$ cat src/rtl/brd_pkg.sv
// ---------------------------------------------------------------------------
// Radix digit converter package
// Shared widths, character codes and the sequencer state type.
// ---------------------------------------------------------------------------
package brd_pkg;

    localparam int VALUE_PORT_W      = 64;
    localparam int RADIX_PORT_W      = 8;
    localparam int SYMBOL_W          = 7;
    localparam int DIGIT_W           = 4;
    localparam int RADIX_W           = 5;
    localparam int BITS_PER_CYCLE    = 4;
    localparam int DEF_VALUE_WIDTH   = 64;
    localparam int DEF_MAX_DIGITS    = 64;

    localparam logic [RADIX_W-1:0]  RADIX_MIN = 5'd2;
    localparam logic [RADIX_W-1:0]  RADIX_MAX = 5'd16;

    localparam logic [SYMBOL_W-1:0] CHAR_0 = 7'h30;
    localparam logic [SYMBOL_W-1:0] CHAR_9 = 7'h39;
    localparam logic [SYMBOL_W-1:0] CHAR_A = 7'h41;
    localparam logic [SYMBOL_W-1:0] CHAR_F = 7'h46;

    typedef enum logic [1:0] {
        B_IDLE,
        B_DIV,
        B_READ,
        B_SHOW
    } brd_state_t;

endpackage

$ cat src/rtl/brd_if.sv
// ---------------------------------------------------------------------------
// Radix digit converter channels
// Valid/ready channels for the number input and the digit output.
// ---------------------------------------------------------------------------
interface brd_in_if
    import brd_pkg::*;
();
    logic                    valid;
    logic                    ready;
    logic [VALUE_PORT_W-1:0] value;
    logic [RADIX_PORT_W-1:0] radix;

    modport source (output valid, output value, output radix, input ready);
    modport sink   (input valid, input value, input radix, output ready);
endinterface

interface brd_out_if
    import brd_pkg::*;
();
    logic                valid;
    logic                ready;
    logic [SYMBOL_W-1:0] symbol;
    logic                last;

    modport source (output valid, output symbol, output last, input ready);
    modport sink   (input valid, input symbol, input last, output ready);
endinterface

$ cat src/rtl/binary_to_radix_digits.sv
// The engine loads a number in B_IDLE, divides it by the radix in B_DIV to get each digit,
// then plays each digit out through B_READ and B_SHOW, holding while dout.ready is low.
// The digit rate is set by the shared four-bit-per-cycle division step and the single
// read port of the digit store. A two-entry queue holds further numbers meanwhile.
// Reset is asynchronous and active low; it empties the queue and idles the engine.
// The digit store needs no clearing, since only digits of the current number are read.
// ---------------------------------------------------------------------------
// Binary to radix digit converter
// Converts an unsigned number into ASCII digits of a radix from 2 to 16.
// ---------------------------------------------------------------------------
module binary_to_radix_digits
    import brd_pkg::*;
#(
    parameter int VALUE_WIDTH = DEF_VALUE_WIDTH,
    parameter int MAX_DIGITS  = DEF_MAX_DIGITS
)
(
    input  logic      clk,
    input  logic      rst_n,
    brd_in_if.sink    din,
    brd_out_if.source dout
);

    localparam int QW = VALUE_WIDTH + RADIX_W;

    logic          push;
    logic [QW-1:0] push_data;
    logic          full;
    logic          pop;
    logic [QW-1:0] pop_data;
    logic          empty;

    brd_front #(
        .VALUE_WIDTH (VALUE_WIDTH)
    ) u_front (
        .din       (din),
        .full      (full),
        .push      (push),
        .push_data (push_data)
    );

    brd_fifo #(
        .WIDTH (QW)
    ) u_fifo (
        .clk       (clk),
        .rst_n     (rst_n),
        .push      (push),
        .push_data (push_data),
        .full      (full),
        .pop       (pop),
        .pop_data  (pop_data),
        .empty     (empty)
    );

    brd_back #(
        .VALUE_WIDTH (VALUE_WIDTH),
        .MAX_DIGITS  (MAX_DIGITS)
    ) u_back (
        .clk      (clk),
        .rst_n    (rst_n),
        .empty    (empty),
        .pop_data (pop_data),
        .pop      (pop),
        .dout     (dout)
    );

endmodule

$ cat src/rtl/brd_front.sv
// ---------------------------------------------------------------------------
// Radix digit converter front end
// Accepts input beats, clamps the radix and trims the number for the queue.
// ---------------------------------------------------------------------------
module brd_front
    import brd_pkg::*;
#(
    parameter int VALUE_WIDTH = DEF_VALUE_WIDTH
)
(
    brd_in_if.sink                        din,
    input  logic                          full,
    output logic                          push,
    output logic [VALUE_WIDTH+RADIX_W-1:0] push_data
);

    logic [RADIX_W-1:0] radix_clamped;

    always_comb
    begin
        if (din.radix < RADIX_PORT_W'(RADIX_MIN))
        begin
            radix_clamped = RADIX_MIN;
        end
        else if (din.radix > RADIX_PORT_W'(RADIX_MAX))
        begin
            radix_clamped = RADIX_MAX;
        end
        else
        begin
            radix_clamped = din.radix[RADIX_W-1:0];
        end
    end

    assign din.ready = !full;
    assign push      = din.valid && !full;
    assign push_data = {radix_clamped, din.value[VALUE_WIDTH-1:0]};

endmodule

$ cat src/rtl/brd_fifo.sv
// ---------------------------------------------------------------------------
// Radix digit converter queue
// Two-entry queue that decouples the front end from the conversion engine.
// ---------------------------------------------------------------------------
module brd_fifo #(
    parameter int WIDTH = 8
)
(
    input  logic             clk,
    input  logic             rst_n,
    input  logic             push,
    input  logic [WIDTH-1:0] push_data,
    output logic             full,
    input  logic             pop,
    output logic [WIDTH-1:0] pop_data,
    output logic             empty
);

    logic [WIDTH-1:0] mem_reg [2];
    logic             wr_ptr_reg;
    logic             wr_ptr_next;
    logic             rd_ptr_reg;
    logic             rd_ptr_next;
    logic [1:0]       fill_reg;
    logic [1:0]       fill_next;
    logic             do_push;
    logic             do_pop;

    assign full     = (fill_reg == 2'd2);
    assign empty    = (fill_reg == 2'd0);
    assign do_push  = push && !full;
    assign do_pop   = pop && !empty;
    assign pop_data = mem_reg[rd_ptr_reg];

    always_comb
    begin
        wr_ptr_next = wr_ptr_reg ^ do_push;
        rd_ptr_next = rd_ptr_reg ^ do_pop;
        fill_next   = fill_reg + {1'b0, do_push} - {1'b0, do_pop};
    end

    always_ff @(posedge clk or negedge rst_n)
    begin
        if (!rst_n)
        begin
            wr_ptr_reg <= 1'b0;
            rd_ptr_reg <= 1'b0;
            fill_reg   <= 2'd0;
        end
        else
        begin
            wr_ptr_reg <= wr_ptr_next;
            rd_ptr_reg <= rd_ptr_next;
            fill_reg   <= fill_next;
        end
    end

    always_ff @(posedge clk)
    begin
        if (do_push)
        begin
            mem_reg[wr_ptr_reg] <= push_data;
        end
    end

endmodule

$ cat src/rtl/brd_divider.sv
// ---------------------------------------------------------------------------
// Radix digit converter division step
// Four restoring division steps by the radix on a partial remainder.
// ---------------------------------------------------------------------------
module brd_divider
    import brd_pkg::*;
(
    input  logic [DIGIT_W-1:0]        rem_in,
    input  logic [BITS_PER_CYCLE-1:0] bits_in,
    input  logic [RADIX_W-1:0]        radix,
    output logic [DIGIT_W-1:0]        rem_out,
    output logic [BITS_PER_CYCLE-1:0] quot_bits
);

    always_comb
    begin
        logic [RADIX_W-1:0] r;
        logic [RADIX_W-1:0] t;
        r         = {1'b0, rem_in};
        quot_bits = '0;
        for (int i = BITS_PER_CYCLE - 1; i >= 0; i--)
        begin
            t = {r[DIGIT_W-1:0], bits_in[i]};
            if (t >= radix)
            begin
                quot_bits[i] = 1'b1;
                r            = t - radix;
            end
            else
            begin
                r = t;
            end
        end
        rem_out = r[DIGIT_W-1:0];
    end

endmodule

$ cat src/rtl/brd_back.sv
// ---------------------------------------------------------------------------
// Radix digit converter engine
// Divides repeatedly into the digit store, then plays the digits out.
// ---------------------------------------------------------------------------
module brd_back
    import brd_pkg::*;
#(
    parameter int VALUE_WIDTH = DEF_VALUE_WIDTH,
    parameter int MAX_DIGITS  = DEF_MAX_DIGITS
)
(
    input  logic                           clk,
    input  logic                           rst_n,
    input  logic                           empty,
    input  logic [VALUE_WIDTH+RADIX_W-1:0] pop_data,
    output logic                           pop,
    brd_out_if.source                      dout
);

    localparam int DIV_CYCLES = (VALUE_WIDTH + BITS_PER_CYCLE - 1) / BITS_PER_CYCLE;
    localparam int PAD_W      = DIV_CYCLES * BITS_PER_CYCLE;
    localparam int SW         = (DIV_CYCLES > 1) ? $clog2(DIV_CYCLES) : 1;
    localparam int CW         = $clog2(MAX_DIGITS + 1);
    localparam int AW         = (MAX_DIGITS > 1) ? $clog2(MAX_DIGITS) : 1;

    brd_state_t               state_reg;
    brd_state_t               state_next;
    logic [PAD_W-1:0]         shift_reg;
    logic [PAD_W-1:0]         shift_next;
    logic [PAD_W-1:0]         shift_step;
    logic [DIGIT_W-1:0]       rem_reg;
    logic [DIGIT_W-1:0]       rem_next;
    logic [RADIX_W-1:0]       radix_reg;
    logic [RADIX_W-1:0]       radix_next;
    logic [SW-1:0]            step_reg;
    logic [SW-1:0]            step_next;
    logic [CW-1:0]            count_reg;
    logic [CW-1:0]            count_next;
    logic [CW-1:0]            count_inc;
    logic [AW-1:0]            rd_idx_reg;
    logic [AW-1:0]            rd_idx_next;
    logic                     last_reg;
    logic [DIGIT_W-1:0]       rd_data_reg;
    logic [DIGIT_W-1:0]       digit_mem [MAX_DIGITS];
    logic [DIGIT_W-1:0]       div_rem;
    logic [BITS_PER_CYCLE-1:0] div_quot;
    logic                     digit_done;
    logic                     room;
    logic                     wr_en;

    brd_divider u_divider (
        .rem_in    (rem_reg),
        .bits_in   (shift_reg[PAD_W-1 -: BITS_PER_CYCLE]),
        .radix     (radix_reg),
        .rem_out   (div_rem),
        .quot_bits (div_quot)
    );

    assign shift_step = {shift_reg[PAD_W-BITS_PER_CYCLE-1:0], div_quot};
    assign digit_done = (state_reg == B_DIV) && (step_reg == SW'(DIV_CYCLES - 1));
    assign room       = (count_reg < CW'(MAX_DIGITS));
    assign count_inc  = room ? (count_reg + CW'(1)) : count_reg;
    assign wr_en      = digit_done && room;

    always_comb
    begin
        state_next = state_reg;
        unique case (state_reg)
            B_IDLE:
            begin
                if (!empty)
                begin
                    state_next = B_DIV;
                end
            end
            B_DIV:
            begin
                if (digit_done && (shift_step == '0))
                begin
                    state_next = B_READ;
                end
            end
            B_READ:
            begin
                state_next = B_SHOW;
            end
            B_SHOW:
            begin
                if (dout.ready)
                begin
                    state_next = (rd_idx_reg == '0) ? B_IDLE : B_READ;
                end
            end
            default:
            begin
                state_next = B_IDLE;
            end
        endcase
    end

    always_comb
    begin
        pop         = 1'b0;
        shift_next  = shift_reg;
        rem_next    = rem_reg;
        radix_next  = radix_reg;
        step_next   = step_reg;
        count_next  = count_reg;
        rd_idx_next = rd_idx_reg;
        unique case (state_reg)
            B_IDLE:
            begin
                pop        = !empty;
                shift_next = PAD_W'(pop_data[VALUE_WIDTH-1:0]);
                radix_next = pop_data[VALUE_WIDTH+RADIX_W-1:VALUE_WIDTH];
                rem_next   = '0;
                step_next  = '0;
                count_next = '0;
            end
            B_DIV:
            begin
                shift_next = shift_step;
                if (digit_done)
                begin
                    rem_next    = '0;
                    step_next   = '0;
                    count_next  = count_inc;
                    rd_idx_next = AW'(count_inc - CW'(1));
                end
                else
                begin
                    rem_next  = div_rem;
                    step_next = step_reg + SW'(1);
                end
            end
            B_READ:
            begin
            end
            B_SHOW:
            begin
                if (dout.ready && (rd_idx_reg != '0))
                begin
                    rd_idx_next = rd_idx_reg - AW'(1);
                end
            end
            default:
            begin
            end
        endcase
    end

    always_comb
    begin
        dout.valid = (state_reg == B_SHOW);
        dout.last  = last_reg;
        if (rd_data_reg < DIGIT_W'(10))
        begin
            dout.symbol = CHAR_0 + SYMBOL_W'(rd_data_reg);
        end
        else
        begin
            dout.symbol = CHAR_A + SYMBOL_W'(rd_data_reg - DIGIT_W'(10));
        end
    end

    always_ff @(posedge clk or negedge rst_n)
    begin
        if (!rst_n)
        begin
            state_reg  <= B_IDLE;
            step_reg   <= '0;
            count_reg  <= '0;
            rd_idx_reg <= '0;
        end
        else
        begin
            state_reg  <= state_next;
            step_reg   <= step_next;
            count_reg  <= count_next;
            rd_idx_reg <= rd_idx_next;
        end
    end

    always_ff @(posedge clk)
    begin
        shift_reg <= shift_next;
        rem_reg   <= rem_next;
        radix_reg <= radix_next;
        if (state_reg == B_READ)
        begin
            last_reg <= (rd_idx_reg == '0);
        end
    end

    always_ff @(posedge clk)
    begin
        if (wr_en)
        begin
            digit_mem[count_reg[AW-1:0]] <= div_rem;
        end
        if (state_reg == B_READ)
        begin
            rd_data_reg <= digit_mem[rd_idx_reg];
        end
    end

endmodule

$ cat src/flat_wrapper.sv
// flat-port wrapper written by rule: the top's interface ports become plain ports
module binary_to_radix_digits_flat import brd_pkg::*;
#(
    parameter int VALUE_WIDTH = DEF_VALUE_WIDTH,
    parameter int MAX_DIGITS  = DEF_MAX_DIGITS
)
  (clk, rst_n, din_valid, din_value, din_radix, din_ready, dout_valid, dout_symbol, dout_last, dout_ready);
  brd_in_if din_i ();
  brd_out_if dout_i ();
  input  logic clk;
  input  logic rst_n;
  input wire logic [$bits(din_i.valid)-1:0] din_valid;
  input wire logic [$bits(din_i.value)-1:0] din_value;
  input wire logic [$bits(din_i.radix)-1:0] din_radix;
  output wire logic [$bits(din_i.ready)-1:0] din_ready;
  output wire logic [$bits(dout_i.valid)-1:0] dout_valid;
  output wire logic [$bits(dout_i.symbol)-1:0] dout_symbol;
  output wire logic [$bits(dout_i.last)-1:0] dout_last;
  input wire logic [$bits(dout_i.ready)-1:0] dout_ready;
  assign din_i.valid = din_valid;
  assign din_i.value = din_value;
  assign din_i.radix = din_radix;
  assign din_ready = din_i.ready;
  assign dout_valid = dout_i.valid;
  assign dout_symbol = dout_i.symbol;
  assign dout_last = dout_i.last;
  assign dout_i.ready = dout_ready;
  binary_to_radix_digits #(.VALUE_WIDTH(VALUE_WIDTH), .MAX_DIGITS(MAX_DIGITS)) u_core (.clk(clk), .rst_n(rst_n), .din(din_i), .dout(dout_i));
endmodule
$ cat config.mk
export PLATFORM = sky130hd
export DESIGN_NAME = binary_to_radix_digits_flat
export DESIGN_NICKNAME = d
export VERILOG_FILES = /design/src/rtl/brd_pkg.sv /design/src/rtl/brd_if.sv /design/src/rtl/binary_to_radix_digits.sv /design/src/rtl/brd_front.sv /design/src/rtl/brd_fifo.sv /design/src/rtl/brd_divider.sv /design/src/rtl/brd_back.sv /design/src/flat_wrapper.sv
export SDC_FILE = /design/constraint.sdc
export NUM_CORES = 1
export LEC_CHECK = 0
export BUFFER_PORTS_ARGS = -buffer_cell sky130_fd_sc_hd__buf_2
export CORE_ASPECT_RATIO = 0.8
export CORE_MARGIN = 3
export CORE_UTILIZATION = 40
export CTS_BUF_LIST = sky130_fd_sc_hd__clkbuf_4
export DETAILED_ROUTE_END_ITERATION = 7
export SYNTH_ARGS = -nofsm -noshare
export SYNTH_HDL_FRONTEND = slang
export SYNTH_SLANG_ARGS = --single-unit
$ cat constraint.sdc
create_clock -name clk -period 6.8 [get_ports clk]
set_input_delay 0.34 -clock clk [delete_from_list [all_inputs] [get_ports clk]]
set_output_delay 0.34 -clock clk [all_outputs]
set_load 0.01 [all_outputs]
==> impl_results.md, run 1 <==
- Syn_area_per_cell: 16.3 sq um
- Slew headroom: 31.0%
- Clock sink total: 495
- Starting density of the core: 40.9%
- Crit-path max FO: 64
- Top area cells in the synthesized netlist: edfxtp_1, mux4_2, mux2i_1
- Largest area contributor in the netlist: edfxtp_1
- Area of the core: 50100 sq um
- Area growth syn-to-layout: 17.2%
- DRT antenna net count: 0
- Inserted Clock Buffers: 120
- Maximum root-to-sink buffer count: 3
- Period utilization: 95.6%
- Routability congestion estimate: 0.852
- Hold Crit Class: primary input to flop
- DP Wirelength: 26.9 mm
- Status: complete, no violations
- CP required: 7.32 ns
- Startpoint types: flop
- Synthesis Warnings: 0
- Fin crit period: 6.50 ns
- Routed wire per std cell: 19.7 microns
- Final count of negative-setup-slack endpoints: 0
- Placed Cells: 1976
- Fmax: 154 MHz
- Final slew viol count: 0
- Clock transition at the registers of the reported paths: 0.06 ns
- Worst Max-Slew Pin Slew: 1.04 ns
- Endpoints failing hold: 0
- Register bit total from synthesis: 495
- # rows: 73
- Via count: 11700
- WHS Path Cells: 2
- R2R depth: 27
- First DRT Iteration DRCs: 1033
- Die Wd: 259 microns
- Post-synth top cells: edfxtp_1, nand2_1, nor2_1
- Share of post-route cells with drive strength above 1: 23.9%
- Crit. End Element: flop
- GR Overflow Total: 0
- Root buf cell: clkbuf_4
- Share of the core filled with cells: 47.9%
- Synth top area share: 69.1%
- Top-count cell post-synth: edfxtp_1
- Distinct cells, synth: 59
- First drt pass iteration count: 5
- Top_reg_cell synth: edfxtp_1
- Finished Layout Cells: 2273
- Syn nets: 1371
- Hold Crit Start: din_value[63]
- Antenna violations before repair: 3
- Nets: 1614
- First-pass GRT wire length: 69.2 mm
- Share of synthesized flip-flops with an asynchronous set or reset: 4.65%
- TritonCTS clock tree: built
- Largest register FFs: 256
- Final Skew: 0.0940 ns
- Clock Latency Late Sink: 0.88 ns
- Hold path endpoint: u_core.u_fifo.mem_reg[1][63]
- Max Cap Viol: 0
- Syn Std Cell Area: 20500 sq um
- Drt total wl: 44.8 mm
- IO Port Bufs: 85
- R2R Path Start: u_core.u_back.radix_reg[2]
- Die Y: 209 microns
- Worst setup path class: flop to flop
- R2R Setup Slk: 0.30 ns
- Sequential share of the synthesized area: 71.9%
- DIE AREA: 54100 sq um
- Post-route DRC violation count: 0
- EDFF count, synth: 472
- I/O pins: 86
- Setup_tns: 0 ns
- Crit path arrival time: 7.03 ns
- FF-to-FF End: u_core.u_back.digit_mem[46][2]
- Vias/cell: 5.16
- CTS HTree Levels: 3
- Overall global routing resource usage: 16.6%
- Largest net degree at the start of global routing: 109
- Cells after synthesis: 1260
- Vias in the first global route: 12200
-- cells in the final DEF, fill, tap and decap left out, drive strengths merged, types with 4 or more instances in the layout --
master       count
edfxtp         472
clkbuf         162
nand2          113
buf            100
nor2            99
o21ai           84
mux2i           83
dlygate4sd3     77
mux4            62
clkinv          44
inv             34
ha              31
a21oi           30
dfrtp           23
nor4            15
xnor2           14
o22ai           13
mux2            13
nand3           11
a21o            10
xor2            10
nor2b           10
a31oi            7
nand2b           6
nand4            6
and2             5
a22o             5
nand3b           5
diode            4
fa               4
-- how the worst max path moves through the flow --
| stage | endpoint | from | depth (start not counted) | slack [ns] |
|---|---|---|---|---|
| 2_1_floorplan | u_core.u_back.digit_mem[0][2] | u_core.u_back.radix_reg[1] | 23 | 0.63 |
| 3_3_place_gp | u_core.u_back.digit_mem[18][0] | u_core.u_back.radix_reg[1] | 23 | 0.34 |
| 3_5_place_dp | u_core.u_back.digit_mem[38][0] | u_core.u_back.radix_reg[1] | 23 | 0.11 |
| 4_1_cts | u_core.u_back.digit_mem[38][0] | u_core.u_back.radix_reg[1] | 23 | 0.03 |
| 5_1_grt | u_core.u_back.digit_mem[46][2] | u_core.u_back.radix_reg[2] | 26 | -0.03 |
| 6_report | u_core.u_back.digit_mem[46][2] | u_core.u_back.radix_reg[2] | 27 | 0.30 |
-- routing by layer --
metal / wire [microns] / GRT usage, %
met3: 2690 / 3.59
met1: 20000 / 23.4
met2: 21000 / 25.4
met4: 1010 / 6.12
met5: 0 / 0
-- critical path, cell delays in order (launching register included) --
cell      delay (ns)
edfxtp_1        0.36
inv_1           0.19
ha_1            0.32
a21o_1          0.17
a31oi_1         0.21
o21a_1          0.24
mux2_4          0.34
ha_1            0.35
a21oi_1         0.13
o21ai_0         0.12
a31oi_1         0.27
o211ai_1        0.22
a21boi_0        0.18
ha_1            0.37
a21o_1          0.20
a31oi_2         0.21
o21ai_4         0.14
nor2_1          0.12
a21oi_1         0.05
ha_1            0.36
a21o_1          0.18
a31oi_1         0.25
o21ai_4         0.17
buf_4           0.20
or2_2           0.31
nor2_2          0.17
nor2_4          0.06
buf_6           0.23
-- timing repair --
item                                   in CTS  in global routing
endpoints found under the hold margin     167                  0
setup endpoints to repair                   0                235
setup buffers                               0                  2
resized for setup                           0                 15
hold buffers                               77                  0
-- metrics by stage --
step,hold slack [ns],cell area (sq um),worst slack [ns]
2_1_floorplan,0.0444,20500,0.627
3_3_place_gp,0.357,21600,0.339
3_5_place_dp,0.361,21600,0.112
4_1_cts,0.0797,23900,0.0271
5_1_grt,0.0962,24000,-0.0298
6_report,0.188,24000,0.297
-- cell type report --
| cell class | instances | area (sq um) |
|---|---|---|
| tap | 675 | 845 |
| fill | 4289 | 26100 |
| timing repair buffer | 177 | 1340 |
| inverter | 30 | 113 |
| clock buffer | 162 | 1220 |
| antenna | 4 | 10.0 |
| sequential | 495 | 14800 |
| clock inverter | 51 | 303 |
| multi-input combinational | 679 | 5460 |
-- cell families after synthesis --
family | synth area share [%]
AOI/OAI and AO/OA | 5.12
xor gates and xnor gates | 1.02
adders and majority gates | 2.28
buffers and inverters | 1.90
DFF | 71.9
muxes | 11.6
and+or+nand+nor | 6.20
Power of run 1 is not shown: default switching activity piles up to over one toggle a cycle in this logic, so the estimate is an artifact.
==> run 2, diff against run 1 <==
Settings changed: ABC_AREA set to 1, CTS_BUF_LIST sky130_fd_sc_hd__clkbuf_4 to sky130_fd_sc_hd__clkbuf_4 sky130_fd_sc_hd__clkbuf_8, SKIP_LAST_GASP set to 1.
==> run 2 against run 1 <==
Synthesized cell count up 48%. Via count up 20%. Critical path type unchanged. Largest cell class unchanged. Flip-flop and latch count unchanged. Final cell count up 22%. Setup slack better by 0.26 ns.
==> impl_results.md, run 2 <==
- Status: complete, no violations
- Final slew viol count: 0 (unchanged)
- Top-count cell post-synth: edfxtp_1
- Seq pwr share: 58.0%
- Inserted Clock Buffers: 76 (-37%)
- # rows: 74 (+1.4%)
- Fill cells: 4722 (+10%)
- Slowest CP cell: edfxtp_1
- Area growth syn-to-layout: 15.3%
- Post-route DRC violation count: 0 (unchanged)
- R2R Setup Slk: 0.56 ns (+0.26 ns)
- Crit. End Element: flop
- Internal power: 4.81 mW
- Crit-path max FO: 47 (-27%)
- Crit path to: u_core.u_back.digit_mem[43][3]
- Crit-path leading delay family: simple AND/OR/NAND/NOR gates
- Distinct cells, synth: 34 (-42%)
- Combinational share of power: 4.3%
- Unrepaired setup endpoints after global routing: no
- Via count: 14100 (+20%)
- Register bit total from synthesis: 495 (unchanged)
- Slew headroom: 27.9% (-3.1 points)
- R2R depth: 36 (+33%)
- Worst path max stage delay: 0.47 ns (+0.10 ns)
- EDFF count, synth: 472 (unchanged)
- Cells after synthesis: 1865 (+48%)
- Synth top area share: 67.4% (-1.7 points)
- DIE AREA: 55400 sq um (+2.5%)
- Largest register FFs: 256 (unchanged)
- Peak VDD IR: 185 uV
- Syn Std Cell Area: 21000 sq um (+2.6%)
- Clock sink total: 495 (unchanged)
- Top area cells in the synthesized netlist: edfxtp_1, nor2_1, nand2_1
- Commonest cells after routing, fill and taps aside: edfxtp_1, nor2_1, nand2_1, o21ai_0, a21oi_1
- Sw Pwr: 1.39 mW
- FF-to-FF End: u_core.u_back.digit_mem[43][3]
- Critical Path Most Common Cell: nand2_1
- Sequential share of the synthesized area: 70.1% (-1.8 points)
- Endpoints failing hold: 0 (unchanged)
- Vias/cell: 5.09 (-1.3%)
- Starting density of the core: 40.9% (-0.043 points)
- Share of synthesized flip-flops with an asynchronous set or reset: 4.65% (unchanged)
- Critical Path Stages: 36 (+33%)
- P per Cell Area: 255 nW/um^2
- Top_reg_cell synth: edfxtp_1
- Antenna violations before repair: 4 (+1)
- Startpoint types: flop
- Area of the core: 51500 sq um (+2.7%)
- Max Cap Viol: 0 (unchanged)
- Final count of negative-setup-slack endpoints: 0 (unchanged)
- Clock power frac: 37.8%
- CP required: 7.14 ns (-0.18 ns)
- Worst Max-Slew Pin Slew: 1.08 ns (+0.0469 ns)
- Syn nets: 1976 (+44%)
- Setup bufs post-CTS: 0 (unchanged)
- CP startpoint: u_core.u_back.radix_reg[1]
- Die Wd: 262 microns (+1.2%)
- CP Buf/Inv Count: 8 (+5)
- DRT antenna net count: 0 (unchanged)
- Worst setup path class: flop to flop
- Post-synth top cells: edfxtp_1, nor2_1, nand2_1
- Clock Latency Late Sink: 0.64 ns (-0.24 ns)
- Fmax: 160 MHz (+4.2%)
- Share of post-route cells with drive strength above 1: 11.5% (-12 points)
- Drt total wl: 49.8 mm (+11%)
- Leak: 9.23 nW
- Syn_area_per_cell: 11.3 sq um (-31%)
- Nets: 2137 (+32%)
- Routed wire per std cell: 18.0 microns (-8.7%)
- Largest net degree at the start of global routing: 87 (-20%)
- Routability congestion estimate: 0.842 (-1.1%)
- R2R Path Start: u_core.u_back.radix_reg[1]
- I/O pins: 86 (unchanged)
- Period utilization: 91.8% (-3.9 points)
- Setup_tns: 0 ns (unchanged)
- Largest area contributor in the netlist: edfxtp_1
- CTS HTree Levels: 3 (unchanged)
- First DRT Iteration DRCs: 1221 (+18%)
- Maximum root-to-sink buffer count: 3 (unchanged)
- IO Port Bufs: 85 (unchanged)
- First drt pass iteration count: 5 (unchanged)
- Crit path arrival time: 6.58 ns (-0.45 ns)
- Share of the core filled with cells: 47.1% (-0.82 points)
- Sw Share: 22.3%
- Die Y: 211 microns (+1.2%)
- First-pass GRT wire length: 79.1 mm (+14%)
- Clock transition at the registers of the reported paths: 0.06 ns (about the same)
- Final Skew: 0.0376 ns (-0.0564 ns)
- Synthesis Warnings: 0 (unchanged)
- Fin crit period: 6.24 ns (-0.263 ns)
- GR Overflow Total: 0 (unchanged)
- DP Wirelength: 29.5 mm (+9.6%)
- Hold Crit Class: primary input to flop
- Most common cell after layout, fill and taps aside: edfxtp_1
- Overall global routing resource usage: 18.0% (+1.4 points)
- Vias in the first global route: 14200 (+16%)
- TritonCTS clock tree: built
- Root buf cell: clkbuf_8
-- run 2: cell count changes after synthesis, sizes merged, moves of 12 or more --
cell    before  now
a21oi       29  137
buf         27   44
inv         30  100
mux4        62    0
o21ai       84  183
clkbuf      30   42
mux2        13    0
o211ai       3   17
nand2      113  291
nor2        99  380
nand3       11   90
mux2i       83    0
nor4        15    0
-- run 2: area by class of cell --
type / count / area [sq um] / share of cell area, %
Sequential cell: 495 / 14800 / 60.8
Multi-Input combinational cell: 1181 / 5580 / 23.0
Timing Repair Buffer: 169 / 1270 / 5.24
Clock buffer: 98 / 1220 / 5.04
Tap cell: 684 / 856 / 3.53
Inverter: 103 / 388 / 1.60
Clock inverter: 35 / 179 / 0.737
Antenna cell: 5 / 12.5 / 0.0516
-- run 2: routing by layer --
layer	global-route usage (%)	part of all wire [%]	vias to the layer above
met2	28.5	46	433
met3	4.18	6.4	96
met1	24.9	45	6750
met4	5.12	2.2	0
li1	-	-	6821
met5	0	0	-
-- run 2: tightest hold or removal path, stage by stage --
cell	delay [ns]
buf_2	0.08
nor2_1	0.06
inv_1	0.08
-- run 2: through the flow --
step	hold WS, ns	cells	instance area (sq um)	power [mW]	worst slack, ns
after global routing	0.0392	2769	24300	6.45	0.0360
final	0.0541	2770	24300	6.20	0.560
after floorplan	0.0444	1865	21000	3.79	1.07
after detailed placement	0.355	2566	22200	3.90	0.236
after global placement	0.343	2566	22200	3.89	0.384
after CTS	0.00986	2765	24200	6.26	0.204
-- run 2: worst min-delay path by stage --
stage                             from                           end  cells after the start
after floorplan                  rst_n    u_core.u_back.count_reg[0]                      0
after global placement           rst_n     u_core.u_back.step_reg[2]                      1
after detailed placement         rst_n     u_core.u_fifo.fill_reg[1]                      1
after CTS                 din_radix[4]  u_core.u_fifo.mem_reg[0][68]                      3
after global routing      din_radix[4]  u_core.u_fifo.mem_reg[1][68]                      3
final                     din_radix[4]  u_core.u_fifo.mem_reg[0][68]                      3
-- run 2: cell families after synthesis --
logic type      Yosys count  synth area share (%)
xor+xnor                 13                 0.541
compound gates          361                  8.96
buf+inv                 189                  3.61
fa+ha+maj                35                  2.22
flops                   495                  70.1
simple gates            772                  14.6
-- run 2: power groups by stage --
| stage | clock, mW | sequential (mW) | combinational [mW] |
|---|---|---|---|
| global route | 2.54 | 3.61 | 0.300 |
| CTS | 2.39 | 3.59 | 0.272 |
| floorplan | 0 | 3.65 | 0.136 |
| finish | 2.34 | 3.59 | 0.265 |
| detailed placement | 0 | 3.66 | 0.240 |
| global placement | 0 | 3.65 | 0.235 |
-- run 2: repair_timing --
action	4_1_cts	5_1_grt
hold endpoints to repair	152	0
endpoints found under the setup margin	0	256
gates resized for setup	0	4
hold buffers	66	0
(Power assumes the default switching activity.)
==> run 3, diff against run 2 <==
Settings changed: ABC_AREA 1 to not set, ABC_CLOCK_PERIOD_IN_PS set to 6800, TNS_END_PERCENT set to 1.
==> run 3 against run 2 <==
Via count decreased by 20%. Maximum frequency decreased by 2.0%. Final area decreased by 1.5%. First-iteration DRC count decreased by 29%. Flip-flop and latch count unchanged. Utilization increased by 0.52 points.
==> impl_results.md, run 3 (synthesis gave the netlist of run 1 again) <==
- Nets: 1563 (-27%)
- Final slew viol count: 0 (unchanged)
- Area of the multi-input gates: 5430 sq um (-2.7%)
- Die Y: 209 microns (-1.2%)
- Final Skew: 0.0454 ns (+0.00773 ns)
- Worst setup path class: flop to flop
- Slew headroom: 30.8% (+3.0 points)
- Post-route DRC violation count: 0 (unchanged)
- Crit. End Element: flop
- Clock sink total: 495 (unchanged)
- Hold Crit Class: primary input to flop
- GR Overflow Total: 0 (unchanged)
- IO Port Bufs: 85 (unchanged)
- Crit-path max FO: 40 (-15%)
- Drt total wl: 44.0 mm (-12%)
- DRT antenna net count: 0 (unchanged)
- DP Wirelength: 26.9 mm (-8.8%)
- First-pass GRT wire length: 68.9 mm (-13%)
- Setup_tns: 0 ns (unchanged)
- Fill cells: 4271 (-9.6%)
- DIE AREA: 54100 sq um (-2.4%)
- Fmax: 157 MHz (-2.0%)
- # rows: 73 (-1.4%)
- Routed wire per std cell: 20.2 microns (+12%)
- Endpoints failing hold: 0 (unchanged)
- Vias in the first global route: 11800 (-17%)
- Root buf cell: clkbuf_8
- Vias/cell: 5.20 (+2.1%)
- Overall global routing resource usage: 16.6% (-1.4 points)
- First DRT Iteration DRCs: 868 (-29%)
- Share of post-route cells with drive strength above 1: 21.4% (+9.9 points)
- Die Wd: 259 microns (-1.2%)
- TritonCTS clock tree: built
- Clock transition at the registers of the reported paths: 0.06 ns (about the same)
- Fin crit period: 6.37 ns (+0.128 ns)
- Worst Max-Slew Pin Slew: 1.03 ns (-0.0543 ns)
- Inserted Clock Buffers: 77 (+1.3%)
- Largest net degree at the start of global routing: 114 (+31%)
- Number of diodes: 0 (-5)
- Starting density of the core: 40.9% (+0.043 points)
- CP required: 7.14 ns (about the same)
- Startpoint types: flop
- I/O pins: 86 (unchanged)
- Max Cap Viol: 0 (unchanged)
- Crit path arrival time: 6.71 ns (+0.13 ns)
- Period utilization: 93.6% (+1.9 points)
- Routability congestion estimate: 0.815 (-3.2%)
- Maximum root-to-sink buffer count: 3 (unchanged)
- CTS HTree Levels: 3 (unchanged)
- Clock Latency Late Sink: 0.66 ns (+0.02 ns)
- Antenna violations before repair: 0 (-4)
- Register area: 14800 sq um (about the same)
- Unrepaired setup endpoints after global routing: no
- Most common cell after layout, fill and taps aside: edfxtp_1
- Status: complete, no violations
- Commonest cells after routing, fill and taps aside: edfxtp_1, nand2_1, nor2_1, buf_2
- First drt pass iteration count: 5 (unchanged)
- Final count of negative-setup-slack endpoints: 0 (unchanged)
- Area of the core: 50100 sq um (-2.6%)
- Largest register FFs: 256 (unchanged)
- Area growth syn-to-layout: 16.5%
- Via count: 11300 (-20%)
-- run 3: cell count changes in the layout (fill, tap and decap cells not counted), sizes merged, moves of 23 or more --
cell | previous run | this run
o21ai | 183 | 84
nor2 | 380 | 99
clkinv | 35 | 12
mux4 | 0 | 62
a21oi | 137 | 29
inv | 103 | 32
mux2i | 0 | 83
nand2 | 291 | 113
nand3 | 90 | 11
-- run 3: critical path, cell delays in order, from the launching register on --
cell and delay, ns:
edfxtp_1 0.36, inv_1 0.17, ha_1 0.32, a21o_1 0.18, a31oi_1 0.24, o21a_1 0.24, mux2_4 0.33, ha_1 0.36
a21oi_1 0.15, o21ai_0 0.13, a31oi_1 0.23, o211ai_1 0.20, a21boi_0 0.17, ha_1 0.38, a21o_1 0.13, a31oi_1 0.05
o21ai_2 0.34, mux2i_2 0.36, ha_1 0.24, a21o_1 0.13, a31oi_1 0.05, o21ai_2 0.29, nor2b_1 0.11, a22oi_1 0.36
nand2_4 0.27, buf_12 0.25
-- run 3: final timing paths --
kind	start	endpoint	slack (ns)	cells after the start
max	u_core.u_back.radix_reg[2]	u_core.u_back.digit_mem[31][3]	0.43	25
max in group asynchronous	rst_n	u_core.u_back.rd_idx_reg[0]	6.11	2
min reg2reg	u_core.u_back.step_reg[1]	u_core.u_back.step_reg[1]	0.52	2
min	din_radix[3]	u_core.u_fifo.mem_reg[0][67]	0.06	2
min in group asynchronous	rst_n	u_core.u_back.step_reg[3]	0.26	2
max reg2reg	u_core.u_back.radix_reg[2]	u_core.u_back.digit_mem[31][3]	0.43	25
-- run 3: layout make-up --
class	count	share of cell area (%)
Clock buffer	113	5.62
Clock inverter	19	0.597
Inverter	30	0.471
Multi-Input combinational cell	678	22.7
Sequential cell	495	61.8
Tap cell	675	3.53
Timing Repair Buffer	170	5.29
-- run 3: timing repair --
item                                    in CTS  in global routing
buffers inserted                             0                  3
gates cloned                                 0                  0
hold endpoints to repair                   157                  0
gates resized for setup                      1                  5
hold buffers                                69                  0
pin swaps                                    0                  2
endpoints found under the setup margin      32                258
-- run 3: metal layers --
metal  global-route usage [%]  wire length, microns  share of wire [%]
met1                     24.0                 20400                 46
met2                     24.9                 20200                 46
met3                     3.78                  2460                5.6
met4                     5.37                   900                2.0
met5                        0                     0                  0
-- run 3: per-stage QoR --
step	std cells	setup slack [ns]	utilization [%]	hold WS (ns)	area (sq um)
floorplan	1260	-0.0489	-	0.0444	20500
global placement	1976	0.313	43.2	0.357	21700
detailed placement	1976	0.0394	43.2	0.362	21700
CTS	2177	0.00140	47.6	0.00698	23900
global route	2180	0.0574	47.6	0.0333	23900
finish	2180	0.432	47.6	0.0628	23900
Power of run 3 is left out for the same reason.
